**src/sv/scaled_texture_column_blit_macros.svh**
```systemverilog
// Assertion macros shared by the scaled texture column blitter RTL.
`ifndef SCALED_TEXTURE_COLUMN_BLIT_MACROS_SVH
`define SCALED_TEXTURE_COLUMN_BLIT_MACROS_SVH

// The consequent must hold in the same cycle as the antecedent.
`define STCB_ASSERT_SAME(lbl, ante, cons) \
   lbl: assert property (@(posedge clock) disable iff (reset) (ante) |-> (cons)) \
      else $error("stcb check failed");

// The consequent must hold in the cycle after the antecedent.
`define STCB_ASSERT_NEXT(lbl, ante, cons) \
   lbl: assert property (@(posedge clock) disable iff (reset) (ante) |=> (cons)) \
      else $error("stcb check failed");

`endif

```
**src/sv/stcb_ram.sv**
```systemverilog
// Generic single-write, single-read RAM with a registered read port.
`default_nettype none

module stcb_ram #(
   parameter int WIDTH = 8,
   parameter int DEPTH = 256
) (
   input  wire logic                     clock,
   input  wire logic                     wr_en,
   input  wire logic [$clog2(DEPTH)-1:0] wr_addr,
   input  wire logic [WIDTH-1:0]         wr_data,
   input  wire logic                     rd_en,
   input  wire logic [$clog2(DEPTH)-1:0] rd_addr,
   output logic      [WIDTH-1:0]         rd_data
);

   logic [WIDTH-1:0] mem_ff [DEPTH];
   logic [WIDTH-1:0] rd_data_ff;

   always_ff @(posedge clock) begin
      if (wr_en) begin
         mem_ff[wr_addr] <= wr_data;
      end
      if (rd_en) begin
         rd_data_ff <= mem_ff[rd_addr];
      end
   end

   assign rd_data = rd_data_ff;

endmodule

`default_nettype wire

```
**config.mk**
```make
export PLATFORM = sky130hd
export DESIGN_NAME = stcb_ram
export DESIGN_NICKNAME = d
export VERILOG_FILES = /design/src/sv/scaled_texture_column_blit_macros.svh /design/src/sv/stcb_ram.sv
export SDC_FILE = /design/constraint.sdc
export NUM_CORES = 2
export LEC_CHECK = 0
export BUFFER_PORTS_ARGS = -buffer_cell sky130_fd_sc_hd__buf_2
export CAP_MARGIN = 15
export CORE_MARGIN = 4
export CORE_UTILIZATION = 50
export DETAILED_ROUTE_END_ITERATION = 10
export PLACE_DENSITY = 0.68
export SKIP_LAST_GASP = 1
export SLEW_MARGIN = 20
export SYNTH_ARGS = -nofsm -noshare
export SYNTH_HDL_FRONTEND = slang
export SYNTH_SLANG_ARGS = --single-unit
export TNS_END_PERCENT = 30
```
**constraint.sdc**
```tcl
create_clock -name clock -period 2.25 [get_ports clock]
set_input_delay 0.1125 -clock clock [delete_from_list [all_inputs] [get_ports clock]]
set_output_delay 0.1125 -clock clock [all_outputs]
set_load 0.03 [all_outputs]
```
==> qor.csv <==
metric;value;unit
Clock Sinks;2056;
total track usage;24.4;%
WS Path Type;flop to flop;
FFs w/ async S/R, synth;0;%
post-synthesis simple-gate area fraction;2.63;%
routability cong.;0.878;
sequential fraction of the synthesis area;77.5;%
Hold EP;mem_ff[155][6];
synth warn;0;
synth unique cells;54;
outcome;complete, but fails checks;
WL per Instance;29.5;um
largest net degree at the start of global routing;92;
largest family of logic cells by synthesized area;multiplexers;
post-route setup slack;-0.0477;ns
FMAX;435;MHz
delay of the slowest critical-path stage;0.48;ns
Slew Limit Headroom;42.7;%
Worst Path Max Fanout;1;
Req. time, crit path;2.84;ns
commonest non-fill, non-tap cells in the layout;edfxtp_1, buf_4, mux4_2, nor2_1, clkbuf_16;
violated checks;setup timing;
Mapped Cells;3733;
Finished Layout Cells;6720;
slack of the worst reg-to-reg path;-0.05;ns
XOR/XNOR Fraction of Synth Area;0;%
reg2reg start;mem_ff[211][1];
pwr dens;843;nW/um2
worst path bufs/invs;1;
crit-path most repeated cell;nor4_1;
routed vias/inst;6.19;
Total Power;79.6;mW
Routed WL;199000;um
initial antenna violation count;12;
fin area;94400;um2
Die ar.;166000;um2
I/O Pins;35;
worst skew pair latency;0.84;ns
clk slew on worst S/H paths;0.06;ns
die width;407;um
placed cells;6329;
Yosys top cell area share;77.5;%
CTS root buf;clkbuf_16;
iteration-0 DRC count of the detailed router;4878;
maximum root-to-sink buffer count;3;
1st-pass router iterations;5;
buffers added on ports;34;
DP HPWL;130000;um
CP endpoint kind;flop;
DRT antenna net count;0;
Sw Ratio;21.2;%
Final setup viols;7;
Slew Viols, Final;0;
Final min period;2.30;ns
grt ovf;0;
worst slack, placed;-0.891;ns
Final Cycle Share;102;%
final hold viol count;0;
Die Y-Extent;407;um
leakage power;30.7;nW
CTS tree;built;
synth top area cells;edfxtp_1, mux4_2, mux2i_1, nor2_1, a22oi_1;
biggest area consumer among synthesized cells;edfxtp_1;
RSZ-0062 raised after global routing;true;
Inserted Clock Buffers;201;
Clock Skew;0.0581;ns
Rows;146;
number of flops mapped to enable cells by yosys;2056;
nets;4501;
postcts setup bufs;0;
vias in the first global route;41800;
Gate power share;5.7;%
hold_sp;wr_addr[0];
Startpoint Class;flop;
Adder-Cell Fraction of Synth Area;0;%
Worst-Margin Slew;0.859;ns
R2R Path End;rd_data[1];
worst hold path depth;3;
#FFs+latches synth;2056;
Data arrival, critical path;2.89;ns
internal cell power;62.7;mW
Largest delay share family, worst path;simple AND/OR/NAND/NOR gates;
CTS H-tree lvls;4;
Mapped Nets;3760;
syn_area_per_cell;21.3;um2
DRC errors left;0;
vias;41600;
Main synth FF type;edfxtp_1;
Starting Density;50.3;%
floorplan core area;158000;um2
Clk pwr share;41.2;%
first-pass GRT wire length;291000;um
most common cell after layout, fill and taps aside;edfxtp_1;
share of cells above drive strength 1;33.2;%
Syn-to-layout area delta;18.6;%
Max-cap violations;0;
Net Sw Power;16.9;mW
Synth Area in Compound Gates;3.42;%
crit path cell chain;mux4_2 -> a22oi_1 -> a21oi_1 -> nor4_1 -> buf_4 -> nor4_1;
multiplexer share of the synthesized area;14.6;%
worst vdd rail ir drop;0.748;mV
Reg power frac;53.1;%
Cell Area, Synth;79600;um2
worst r2r path cells;6;
placed inst area;87500;um2
critical path's slowest cell;mux4_2;
Hold Crit Class;input port to flop;
==> worst register-to-register path: cells and delay by family (launching register included) <==
family / cells / cell delay (ns)
AND/OR/NAND/NOR: 2 / 0.51
multiplexers: 1 / 0.48
AO/OA/AOI/OAI: 2 / 0.45
flip-flops: 1 / 0.37
buffers and inverters: 1 / 0.24
==> cell type report <==
cell class | instances | area (um2)
fill | 11000 | 63900
sequential | 2056 | 61700
multi-input combinational | 1442 | 16800
timing repair buffer | 771 | 6810
clock buffer | 253 | 5330
tap | 2072 | 2590
clock inverter | 119 | 1160
antenna | 5 | 12.5
inverter | 2 | 7.51
==> cells by family (layout without fill, tap and decap cells) <==
logic type	count (synthesis)	after routing
AO/OA/AOI/OAI	385	385
buffers and inverters	235	1145
flip-flops	2056	2056
multiplexers	591	591
other	0	5
AND/OR/NAND/NOR	466	466
==> synth_stat cells, types with 16 or more instances <==
master    instances
clkbuf_1        111
buf_4            27
a211oi_1         16
nor2_1          282
buf_2            31
nor2b_1          31
buf_6            21
a21oi_1          96
nor4_1           24
nor3_1           22
mux4_2          454
edfxtp_1       2056
o22ai_1          28
buf_1            22
a22oi_1         133
nand2_1          33
nand3_1          34
mux2i_1         134
o221ai_1         46
==> sequential cells by signal, summed over array words and instances (netlist names) <==
name / flops
mem_ff: 2048
rd_data: 8
==> power groups by stage <==
stage	sequential, mW	clock, mW	combinational, mW
6_report	42.3	32.8	4.55
2_1_floorplan	43.1	0	2.05
4_1_cts	42.3	33.3	4.51
3_5_place_dp	43.1	0	4.44
3_3_place_gp	43.1	0	4.38
5_1_grt	42.3	35.1	4.77
==> worst max-delay path by stage <==
stage,depth (start not counted),end,slack (ns),start
4_1_cts,7,rd_data[0],-0.12,mem_ff[141][0]
2_1_floorplan,9,rd_data[2],0.06,rd_addr[0]
3_5_place_dp,9,rd_data[5],-0.89,rd_addr[0]
6_report,6,rd_data[1],-0.05,mem_ff[211][1]
3_3_place_gp,9,rd_data[5],-0.93,rd_addr[0]
5_1_grt,8,rd_data[1],-0.12,mem_ff[101][1]
==> timing repair <==
item	in CTS	in global routing
gates resized for setup	21	27
endpoints found under the setup margin	8	8
endpoints found under the hold margin	847	0
hold buffers	14	0
pin swaps	9	12
==> per-layer routing <==
metal,track usage [%],up-vias,routed length [um]
met5,0,-,34
met4,7.38,4,5770
met3,5.04,333,19600
met2,38.5,2226,95800
met1,34.8,21800,77400
li1,-,17200,-
==> stage by stage <==
| stage | hold WS (ns) | util (%) | TNS, ns |
|---|---|---|---|
| floorplan | 0.211 | - | 0 |
| global placement | 0.561 | 55.3 | -4.72 |
| detailed placement | 0.555 | 55.3 | -5.06 |
| CTS | 0.0147 | 59.5 | -0.623 |
| global route | 0.0299 | 59.6 | -0.697 |
| finish | 0.0904 | 59.6 | -0.255 |
No activity file was read; power rests on OpenSTA's default activity.
